$ cat src/rtl/core/shortcut_string_to_hid_keycode_core_macros.svh
// Assertion helpers for the RTL of the shortcut keycode core (used by sshk_back).
`ifndef SHORTCUT_STRING_TO_HID_KEYCODE_CORE_MACROS_SVH
`define SHORTCUT_STRING_TO_HID_KEYCODE_CORE_MACROS_SVH

// Concurrent assertion on an explicit clock and active-low reset.
`define SSHK_ASSERT_CLK(lbl, clk, rst_n, prop, msg) \
  lbl: assert property (@(posedge clk) disable iff (!rst_n) (prop)) else $error(msg);

// Concurrent assertion on the block clock and reset.
`define SSHK_ASSERT(lbl, prop, msg) \
  `SSHK_ASSERT_CLK(lbl, clk_i, rst_ni, prop, msg)

`endif

$ cat src/rtl/core/sshk_pkg.sv
`default_nettype none

package sshk_pkg;

  // Longest name in the tables; longer tokens never match
  localparam int NameMaxLen = 9;
  localparam int IdxW       = $clog2(NameMaxLen);

  // Character codes
  localparam logic [7:0] ChPlus  = 8'h2B;
  localparam logic [7:0] ChSpace = 8'h20;
  localparam logic [7:0] ChLowA  = 8'h61;
  localparam logic [7:0] ChLowZ  = 8'h7A;
  localparam logic [7:0] ChUpA   = 8'h41;
  localparam logic [7:0] ChUpZ   = 8'h5A;
  localparam logic [7:0] ChOne   = 8'h31;
  localparam logic [7:0] ChNine  = 8'h39;
  localparam logic [7:0] ChZero  = 8'h30;
  localparam logic [7:0] CaseOfs = 8'h20;

  // Usage code offsets for single-character keys
  localparam logic [7:0] LetterOfs = 8'd61;  // 'A' -> 4
  localparam logic [7:0] DigitOfs  = 8'd19;  // '1' -> 30
  localparam logic [6:0] UsageZero = 7'd39;

  // A closed token as it travels from front to back
  typedef struct packed {
    logic [NameMaxLen-1:0][7:0] chars;  // chars[0] is the first character
    logic [3:0]                 len;
    logic                       ok;     // nonempty, not overflowed, short enough
    logic                       last;   // closes the string
  } tok_entry_t;

  // Head of the token queue
  typedef struct packed {
    logic       valid;
    tok_entry_t entry;
  } q_head_t;

  typedef struct packed {
    logic       is_key;
    logic [6:0] key;
    logic [3:0] mods;
  } match_t;

  // Name table entry; name text is right aligned, first character highest
  typedef struct packed {
    logic [8*NameMaxLen-1:0] name;
    logic [3:0]              len;
    logic                    is_mod;
    logic [6:0]              value;
  } name_entry_t;

  localparam int NameTabN = 62;

  localparam name_entry_t NameTab [NameTabN] = '{
    '{"CTRL", 4'd4, 1'b1, 7'h01}, '{"CONTROL", 4'd7, 1'b1, 7'h01},
    '{"SHIFT", 4'd5, 1'b1, 7'h02}, '{"ALT", 4'd3, 1'b1, 7'h04},
    '{"GUI", 4'd3, 1'b1, 7'h08}, '{"META", 4'd4, 1'b1, 7'h08},
    '{"WIN", 4'd3, 1'b1, 7'h08}, '{"CMD", 4'd3, 1'b1, 7'h08},
    '{"WINDOWS", 4'd7, 1'b1, 7'h08},
    '{"ENTER", 4'd5, 1'b0, 7'd40}, '{"RETURN", 4'd6, 1'b0, 7'd40},
    '{"ESC", 4'd3, 1'b0, 7'd41}, '{"ESCAPE", 4'd6, 1'b0, 7'd41},
    '{"BACKSPACE", 4'd9, 1'b0, 7'd42}, '{"TAB", 4'd3, 1'b0, 7'd43},
    '{"SPACE", 4'd5, 1'b0, 7'd44},
    '{"MINUS", 4'd5, 1'b0, 7'd45}, '{"-", 4'd1, 1'b0, 7'd45},
    '{"EQUAL", 4'd5, 1'b0, 7'd46}, '{"=", 4'd1, 1'b0, 7'd46},
    '{"LBRACKET", 4'd8, 1'b0, 7'd47}, '{"[", 4'd1, 1'b0, 7'd47},
    '{"RBRACKET", 4'd8, 1'b0, 7'd48}, '{"]", 4'd1, 1'b0, 7'd48},
    '{"BACKSLASH", 4'd9, 1'b0, 7'd49}, '{72'h5C, 4'd1, 1'b0, 7'd49},
    '{"SEMICOLON", 4'd9, 1'b0, 7'd51}, '{";", 4'd1, 1'b0, 7'd51},
    '{"QUOTE", 4'd5, 1'b0, 7'd52}, '{"'", 4'd1, 1'b0, 7'd52},
    '{"GRAVE", 4'd5, 1'b0, 7'd53}, '{72'h60, 4'd1, 1'b0, 7'd53},
    '{"COMMA", 4'd5, 1'b0, 7'd54}, '{",", 4'd1, 1'b0, 7'd54},
    '{"PERIOD", 4'd6, 1'b0, 7'd55}, '{".", 4'd1, 1'b0, 7'd55},
    '{"SLASH", 4'd5, 1'b0, 7'd56}, '{"/", 4'd1, 1'b0, 7'd56},
    '{"F1", 4'd2, 1'b0, 7'd58}, '{"F2", 4'd2, 1'b0, 7'd59},
    '{"F3", 4'd2, 1'b0, 7'd60}, '{"F4", 4'd2, 1'b0, 7'd61},
    '{"F5", 4'd2, 1'b0, 7'd62}, '{"F6", 4'd2, 1'b0, 7'd63},
    '{"F7", 4'd2, 1'b0, 7'd64}, '{"F8", 4'd2, 1'b0, 7'd65},
    '{"F9", 4'd2, 1'b0, 7'd66}, '{"F10", 4'd3, 1'b0, 7'd67},
    '{"F11", 4'd3, 1'b0, 7'd68}, '{"F12", 4'd3, 1'b0, 7'd69},
    '{"F13", 4'd3, 1'b0, 7'd104}, '{"F14", 4'd3, 1'b0, 7'd105},
    '{"F15", 4'd3, 1'b0, 7'd106}, '{"F16", 4'd3, 1'b0, 7'd107},
    '{"F17", 4'd3, 1'b0, 7'd108}, '{"F18", 4'd3, 1'b0, 7'd109},
    '{"F19", 4'd3, 1'b0, 7'd110}, '{"F20", 4'd3, 1'b0, 7'd111},
    '{"F21", 4'd3, 1'b0, 7'd112}, '{"F22", 4'd3, 1'b0, 7'd113},
    '{"F23", 4'd3, 1'b0, 7'd114}, '{"F24", 4'd3, 1'b0, 7'd115}
  };

  // Match one closed token against all names in parallel
  function automatic match_t sshk_match(tok_entry_t e);
    match_t     m;
    logic       eq;
    logic [7:0] c;
    int         pos;
    m   = '0;
    c   = e.chars[0];
    eq  = 1'b0;
    pos = 0;
    if (e.ok) begin
      // single letters and digits
      if (e.len == 4'd1) begin
        if (c >= ChUpA && c <= ChUpZ) begin
          m.is_key = 1'b1;
          m.key    = 7'(c - LetterOfs);
        end else if (c >= ChOne && c <= ChNine) begin
          m.is_key = 1'b1;
          m.key    = 7'(c - DigitOfs);
        end else if (c == ChZero) begin
          m.is_key = 1'b1;
          m.key    = UsageZero;
        end
      end
      // named keys, symbols and modifiers
      for (int k = 0; k < NameTabN; k++) begin
        eq = (e.len == NameTab[k].len);
        for (int i = 0; i < NameMaxLen; i++) begin
          if (i < int'(NameTab[k].len)) begin
            pos = int'(NameTab[k].len) - 1 - i;
            if (e.chars[i] != NameTab[k].name[pos*8 +: 8]) eq = 1'b0;
          end
        end
        if (eq) begin
          if (NameTab[k].is_mod) begin
            m.mods = m.mods | NameTab[k].value[3:0];
          end else begin
            m.is_key = 1'b1;
            m.key    = NameTab[k].value;
          end
        end
      end
    end
    return m;
  endfunction

endpackage

`default_nettype wire

$ cat src/rtl/core/sshk_front.sv
`default_nettype none

module sshk_front #(
  parameter int MAX_TOKEN_CHARS = 9
) (
  input  wire logic              clk_i,
  input  wire logic              rst_ni,
  input  wire logic              valid_i,
  output logic                   ready_o,
  input  wire logic [7:0]        char_code_i,
  input  wire logic              last_char_i,
  input  wire logic              q_full_i,
  output logic                   push_o,
  output sshk_pkg::tok_entry_t   entry_o
);
  import sshk_pkg::*;

  localparam int LenW = $clog2(MAX_TOKEN_CHARS + 1);

  logic [NameMaxLen-1:0][7:0] chars_q, chars_d;
  logic [LenW-1:0]            len_q, len_d;
  logic                       ovf_q, ovf_d;
  logic [7:0]                 ch;
  logic                       is_plus, is_space, close, accept;

  assign ready_o = !q_full_i;
  assign accept  = valid_i && ready_o;

  // Fold case, append to the open token
  always_comb begin
    ch = char_code_i;
    if (char_code_i >= ChLowA && char_code_i <= ChLowZ) ch = char_code_i - CaseOfs;
    is_plus  = (ch == ChPlus);
    is_space = (ch == ChSpace);
    close    = is_plus || last_char_i;
    chars_d  = chars_q;
    len_d    = len_q;
    ovf_d    = ovf_q;
    if (!is_plus && !is_space) begin
      if (len_q < LenW'(MAX_TOKEN_CHARS)) begin
        if (len_q < LenW'(NameMaxLen)) chars_d[len_q[IdxW-1:0]] = ch;
        len_d = len_q + 1'b1;
      end else begin
        ovf_d = 1'b1;
      end
    end
  end

  // Closed token beat toward the queue
  always_comb begin
    entry_o.chars = chars_d;
    entry_o.len   = len_d[3:0];
    entry_o.ok    = (len_d != '0) && !ovf_d && (len_d <= LenW'(NameMaxLen));
    entry_o.last  = last_char_i;
  end
  assign push_o = accept && close;

  // Token length and overflow
  always_ff @(posedge clk_i or negedge rst_ni) begin
    if (!rst_ni) begin
      len_q <= '0;
      ovf_q <= 1'b0;
    end else if (accept) begin
      if (close) begin
        len_q <= '0;
        ovf_q <= 1'b0;
      end else begin
        len_q <= len_d;
        ovf_q <= ovf_d;
      end
    end
  end

  // Token characters
  always_ff @(posedge clk_i) begin
    if (accept) chars_q <= chars_d;
  end

endmodule

`default_nettype wire

$ cat src/rtl/core/sshk_queue.sv
`default_nettype none

module sshk_queue (
  input  wire logic                 clk_i,
  input  wire logic                 rst_ni,
  input  wire logic                 push_i,
  input  wire sshk_pkg::tok_entry_t entry_i,
  output logic                      full_o,
  output sshk_pkg::q_head_t         head_o,
  input  wire logic                 pop_i
);
  import sshk_pkg::*;

  tok_entry_t slot_q [2];
  logic       wr_ptr_q, rd_ptr_q;
  logic [1:0] count_q;
  logic       do_push, do_pop;

  assign full_o       = (count_q == 2'd2);
  assign do_push      = push_i && !full_o;
  assign do_pop       = pop_i && head_o.valid;
  assign head_o.valid = (count_q != 2'd0);
  assign head_o.entry = slot_q[rd_ptr_q];

  // Pointers and fill count
  always_ff @(posedge clk_i or negedge rst_ni) begin
    if (!rst_ni) begin
      wr_ptr_q <= 1'b0;
      rd_ptr_q <= 1'b0;
      count_q  <= 2'd0;
    end else begin
      if (do_push) wr_ptr_q <= !wr_ptr_q;
      if (do_pop)  rd_ptr_q <= !rd_ptr_q;
      case ({do_push, do_pop})
        2'b10:   count_q <= count_q + 2'd1;
        2'b01:   count_q <= count_q - 2'd1;
        default: count_q <= count_q;
      endcase
    end
  end

  // Slot storage
  always_ff @(posedge clk_i) begin
    if (do_push) slot_q[wr_ptr_q] <= entry_i;
  end

endmodule

`default_nettype wire

$ cat src/rtl/core/sshk_back.sv
`default_nettype none
`include "shortcut_string_to_hid_keycode_core_macros.svh"

module sshk_back (
  input  wire logic              clk_i,
  input  wire logic              rst_ni,
  input  wire sshk_pkg::q_head_t head_i,
  output logic                   pop_o,
  output logic                   out_valid_o,
  input  wire logic              out_ready_i,
  output logic [3:0]             modifier_bits_o,
  output logic [6:0]             key_usage_o
);
  import sshk_pkg::*;

  match_t     hit;
  logic [3:0] mod_q, mod_new;
  logic [6:0] key_q, key_new;
  logic       out_valid_q;
  logic [3:0] out_mod_q;
  logic [6:0] out_key_q;
  logic       pop_last;

  // Match the head token and fold it into the accumulators
  always_comb begin
    hit     = sshk_match(head_i.entry);
    mod_new = mod_q | hit.mods;
    key_new = hit.is_key ? hit.key : key_q;
  end

  // A closing token waits until the output slot frees
  assign pop_o    = head_i.valid && (!head_i.entry.last || !out_valid_q || out_ready_i);
  assign pop_last = pop_o && head_i.entry.last;

  // Accumulators and output valid
  always_ff @(posedge clk_i or negedge rst_ni) begin
    if (!rst_ni) begin
      mod_q       <= 4'd0;
      key_q       <= 7'd0;
      out_valid_q <= 1'b0;
    end else begin
      if (pop_last) begin
        mod_q <= 4'd0;
        key_q <= 7'd0;
      end else if (pop_o) begin
        mod_q <= mod_new;
        key_q <= key_new;
      end
      if (pop_last) out_valid_q <= 1'b1;
      else if (out_ready_i) out_valid_q <= 1'b0;
    end
  end

  // Result beat
  always_ff @(posedge clk_i) begin
    if (pop_last) begin
      out_mod_q <= mod_new;
      out_key_q <= key_new;
    end
  end

  assign out_valid_o     = out_valid_q;
  assign modifier_bits_o = out_mod_q;
  assign key_usage_o     = out_key_q;

  `SSHK_ASSERT(a_last_needs_slot, pop_last |-> (!out_valid_q || out_ready_i), "result overrun")
  `SSHK_ASSERT(a_accum_cleared, pop_last |=> (mod_q == 4'd0 && key_q == 7'd0), "accum not cleared")
  `SSHK_ASSERT(a_taken_drops, (out_valid_q && out_ready_i && !pop_last) |=> !out_valid_q, "result repeated")
  `SSHK_ASSERT(a_pop_has_head, pop_o |-> head_i.valid, "pop from empty queue")

endmodule

`default_nettype wire

$ cat src/rtl/core/shortcut_string_to_hid_keycode_core.sv
// Channel  | Dir | tdata                                  | tlast
// s_axis   | in  | [7:0] char_code                        | last_char
// m_axis   | out | [3:0] modifier_bits, [10:4] key_usage  | -
//
// One character is taken per cycle while the queue is not full. Closed tokens
// pass a two-entry queue to the matcher, which retires one token per cycle
// unless a closing token waits for the result slot. Reset clears the open
// token, the queue and the accumulators. A stalled result holds only a string
// end: other tokens keep draining, and the input stalls once the queue is full.
`default_nettype none

module shortcut_string_to_hid_keycode_core #(
  parameter int MAX_TOKEN_CHARS = 9
) (
  input  wire logic        clk_i,
  input  wire logic        rst_ni,
  input  wire logic        s_axis_tvalid,
  output logic             s_axis_tready,
  input  wire logic [7:0]  s_axis_tdata,   // [7:0] char_code
  input  wire logic        s_axis_tlast,   // last_char
  output logic             m_axis_tvalid,
  input  wire logic        m_axis_tready,
  output logic [15:0]      m_axis_tdata    // [3:0] modifier_bits, [10:4] key_usage
);
  import sshk_pkg::*;

  tok_entry_t push_entry;
  q_head_t    head;
  logic       push, q_full, pop;
  logic [3:0] mods;
  logic [6:0] key;

  sshk_front #(
    .MAX_TOKEN_CHARS(MAX_TOKEN_CHARS)
  ) u_front (
    .clk_i      (clk_i),
    .rst_ni     (rst_ni),
    .valid_i    (s_axis_tvalid),
    .ready_o    (s_axis_tready),
    .char_code_i(s_axis_tdata),
    .last_char_i(s_axis_tlast),
    .q_full_i   (q_full),
    .push_o     (push),
    .entry_o    (push_entry)
  );

  sshk_queue u_queue (
    .clk_i  (clk_i),
    .rst_ni (rst_ni),
    .push_i (push),
    .entry_i(push_entry),
    .full_o (q_full),
    .head_o (head),
    .pop_i  (pop)
  );

  sshk_back u_back (
    .clk_i          (clk_i),
    .rst_ni         (rst_ni),
    .head_i         (head),
    .pop_o          (pop),
    .out_valid_o    (m_axis_tvalid),
    .out_ready_i    (m_axis_tready),
    .modifier_bits_o(mods),
    .key_usage_o    (key)
  );

  assign m_axis_tdata = {5'd0, key, mods};

endmodule

`default_nettype wire
$ cat config.mk
export PLATFORM = sky130hd
export DESIGN_NAME = shortcut_string_to_hid_keycode_core
export DESIGN_NICKNAME = d
export VERILOG_FILES = /design/src/rtl/core/sshk_pkg.sv /design/src/rtl/core/sshk_front.sv /design/src/rtl/core/sshk_queue.sv /design/src/rtl/core/sshk_back.sv /design/src/rtl/core/shortcut_string_to_hid_keycode_core.sv
export VERILOG_INCLUDE_DIRS = /design/src /design/src/rtl/core
export SDC_FILE = /design/constraint.sdc
export NUM_CORES = 1
export LEC_CHECK = 0
export BUFFER_PORTS_ARGS = -buffer_cell sky130_fd_sc_hd__buf_2
export CORE_UTILIZATION = 60
export DETAILED_ROUTE_END_ITERATION = 16
export PLACE_DENSITY = 0.77
export SYNTH_ARGS = -nofsm -noshare
export SYNTH_HDL_FRONTEND = slang
export SYNTH_SLANG_ARGS = --single-unit
export TNS_END_PERCENT = 10
$ cat constraint.sdc
create_clock -name clk_i -period 13.8 [get_ports clk_i]
set_input_delay 2.76 -clock clk_i [delete_from_list [all_inputs] [get_ports clk_i]]
set_output_delay 2.76 -clock clk_i [all_outputs]
set_load 0.01 [all_outputs]
==> flow_metrics.py <==
metrics = {
    "drt": {
        "drc_errors": 0,
        "drt-total-wl_um": 39600,
        "drtIter0Drc": 1223,
        "wl_met3_um": 3320,
        "routedWlPerCell_um": 26.6,
        "wl_met2_um": 18300,
        "top_layer": "met5",
        "first_pass_iters": 6,
        "wl_met1_um": 16000,
        "antenna_left": 0,
        "vias_per_cell": 6.95,
        "vias": 10300,
    },
    "worst_setup_path": {
        "crit_type": "register to register",
        "required_ns": 14.07,
        "cp.arrival_ns": 5.62,
        "crit_path_max_fanout": 59,
        "crit_path_start_kind": "register",
        "cp-end-kind": "register",
    },
    "power_and_ir_drop": {
        "design_power_total_mw": 2.83,
        "p_switching_uw": 981,
        "p_comb_frac": 0.301,
        "internal_power_mw": 1.85,
        "p_sw_frac": 0.346,
        "power_frac_seq": 0.437,
        "max-vdd-ir-drop_mv": 0.170,
        "clkPwrFrac": 0.262,
        "p_per_area_nw_per_um2": 189,
        "cellLeakagePower_nw": 5.10,
    },
    "yosys": {
        "syn_inst": 1159,
        "synth_area_sq_um": 13700,
        "yosysUniqueCellTypes": 93,
        "syn_area_per_cell_sq_um": 11.9,
        "synth-seq-area-share": 0.560,
        "postSynth.asyncResetShare": 0.0808,
        "synthTopCellsByArea": "edfxtp_1, mux2_2, dfrtp_1",
        "yosys_register_bits": 260,
        "synth.yosys.warnings": 0,
        "synth_top_area_share": 0.522,
        "synth_enable_flop_cells": 239,
        "synthFlopType": "edfxtp_1",
        "synth_top_area_cell": "edfxtp_1",
    },
    "clocking": {
        "postCtsHoldBufs": 0,
        "cts_tree": "done",
        "cts_setup_buffers": 0,
        "h-tree-depth": 1,
        "cts_resized": 0,
        "cts.path.max_buffers": 3,
        "path_clk_slew_ns": 0.06,
        "cts_sinks": 260,
        "cts_root_buf": "clkbuf_16",
        "clock_latency_ns": 0.56,
        "cts_made_buffers": 26,
    },
    "final_layout": {
        "register_area_sq_um": 7710,
        "drive_above_1_share": 0.142,
        "fillCellCount": 1698,
        "syn_to_final_growth_pct": 9.16,
        "final_area_sq_um": 15000,
        "fin_nets": 1206,
        "diodes": 0,
        "multiInputGateArea_sq_um": 5670,
    },
    "sta": {
        "layout_min_cycle_time_ns": 5.35,
        "period_share": 0.388,
        "fin_setup_tns_ns": 0,
        "slew_viol_final": 0,
        "max_slew_margin": 0.195,
        "fmax_ghz": 0.187,
        "rsz0062_at_grt": "false",
        "setup_viol": 0,
        "finalClockSkew_ns": 0.0226,
        "hold_viol": 0,
        "tightest_slew_ns": 1.19,
        "hold_ws_ns": 0.492,
    },
    "placement": {
        "placed_cell_area_sq_um": 14100,
        "gp_congestion": 1.07,
        "port_buffers": 25,
        "dp_hpwl_um": 28800,
    },
    "run": {
        "drv_cap": 0,
    },
    "global_route": {
        "globalRouteOverflowTotal": 0,
        "first_global_vias": 9977,
        "grt_max_degree": 71,
        "antenna_found_initial": 1,
        "grt_pass1_wl_um": 59600,
        "track_usage": 0.341,
    },
    "die": {
        "core_area_sq_um": 22600,
        "die_w_um": 153,
        "dieArea_sq_um": 23500,
        "io_pins": 31,
        "die_y_um": 153,
        "start_util": 0.609,
        "rows": 55,
    },
    "hold_path": {
        "hold_path.class": "register to register",
    },
    "status": {
        "status": "complete, no violations",
    },
}
[cells in the mapped netlist (6+ instances only)]
| library cell | n |
|---|---|
| a211oi_1 | 6 |
| a21boi_0 | 7 |
| a21oi_1 | 31 |
| a22o_1 | 7 |
| a31oi_1 | 9 |
| and3_1 | 12 |
| and3b_1 | 21 |
| buf_2 | 10 |
| buf_4 | 9 |
| buf_6 | 6 |
| clkbuf_1 | 22 |
| dfrtp_1 | 21 |
| edfxtp_1 | 239 |
| ha_1 | 11 |
| inv_1 | 37 |
| mux2_2 | 51 |
| mux2i_1 | 28 |
| nand2_1 | 81 |
| nand2b_1 | 9 |
| nand3_1 | 33 |
| nand3b_1 | 16 |
| nand4_1 | 17 |
| nand4b_1 | 7 |
| nor2_1 | 65 |
| nor2b_1 | 9 |
| nor3_1 | 41 |
| nor3b_1 | 29 |
| nor4_1 | 39 |
| nor4b_1 | 12 |
| nor4bb_1 | 6 |
| o2111ai_1 | 6 |
| o211ai_1 | 8 |
| o21a_1 | 10 |
| o21ai_0 | 56 |
| o22ai_1 | 22 |
| o32ai_1 | 7 |
| or2_2 | 11 |
| or3_1 | 6 |
| or3b_1 | 11 |
| or4_1 | 12 |
| xnor2_1 | 11 |
[state kept, by name (all words and copies together), names as in the netlist, 2 cells and up]
signal / count
u_back.key_usage_o: 7
u_back.modifier_bits_o: 4
u_queue.count_q: 2
u_front.chars_q: 72
u_back.mod_q: 4
u_back.key_q: 7
u_queue.slot_q: 156
u_front.len_q: 4
[power by group through the flow]
stage	logic (mW)	registers (mW)	clock network, mW
floorplan	0.609	1.21	0
global placement	0.815	1.24	0
detailed placement	0.831	1.25	0
CTS	0.836	1.24	0.748
global route	0.916	1.25	0.772
finish	0.854	1.24	0.741
[critical path: stages, from the launching register on]
cell and delay (ns):
dfrtp_4 0.76, buf_4 0.59, mux2i_1 0.74, ha_1 0.50, o21ai_0 0.45, nor4_2 0.58
nand2_1 0.35, o31ai_1 0.39, a211oi_1 0.14, nand4_2 0.15, o21ai_2 0.20, mux2i_1 0.18
[placed cells by master (no fill, tap or decap), types with 7 or more instances in the layout]
cell and count:
nor4_1 39, xnor2_1 11, edfxtp_1 239, nand2_1 81, mux2_2 51, buf_2 25
o211ai_1 8, o32ai_1 7, o21ai_0 56, inv_1 36, and3b_1 21, or2_2 11
or4_1 12, ha_1 11, nor2b_1 9, nand2b_1 9, nand4b_1 7, and3_1 11
nor3b_1 29, dfrtp_1 20, a21oi_1 31, mux2i_1 28, clkbuf_16 26, o21a_1 10
or3b_1 11, nand4_1 17, a21boi_0 7, a22o_1 7, nor2_1 64, nor3_1 41
o22ai_1 22, nor4b_1 12, a31oi_1 9, buf_4 13, nand3b_1 16, nand3_1 33
[cells by family after synthesis]
logic type	count (synthesis)	share of synthesized area
xor+xnor	12	0.00765
other cells	1	0.000273
simple gates	473	0.209
fa+ha+maj	11	0.0100
mux	80	0.0630
compound gates	237	0.120
flops	260	0.560
buf+inv	85	0.0299
[through the flow]
stage                util  cells  setup WS, ns
global placement    0.625   1439          8.22
floorplan               -   1163          5.25
CTS                 0.665   1486          8.56
detailed placement  0.625   1439          8.20
global route        0.665   1486          8.15
finish              0.665   1486          8.45
[area by class of cell]
| cell class | instances | share of cell area |
|---|---|---|
| clock buffer | 30 | 0.0444 |
| clock inverter | 17 | 0.0160 |
| inverter | 38 | 0.00951 |
| multi-input combinational | 818 | 0.378 |
| sequential | 260 | 0.514 |
| tap | 285 | 0.0238 |
| timing repair buffer | 38 | 0.0148 |
[path summary, 6_finish.rpt]
check / start / to / slack, ns / depth (start not counted)
max in group asynchronous: rst_ni / u_queue.rd_ptr_q / 11.16 / 1
hold / removal: u_queue.count_q[1] / u_queue.count_q[1] / 0.49 / 1
setup / recovery: u_queue.rd_ptr_q / u_back.key_usage_o[6] / 8.45 / 11
hold reg to reg: u_queue.count_q[1] / u_queue.count_q[1] / 0.49 / 1
min in group asynchronous: rst_ni / u_back.key_q[0] / 2.21 / 1
setup reg to reg: u_queue.rd_ptr_q / u_back.key_usage_o[6] / 8.45 / 11
[layer usage]
metal  up-vias  track usage
li1       4635            -
met1      5040        0.450
met2       526        0.548
met3       125       0.0635
met4         2        0.157
met5         -            0
(Power assumes the default switching activity.)
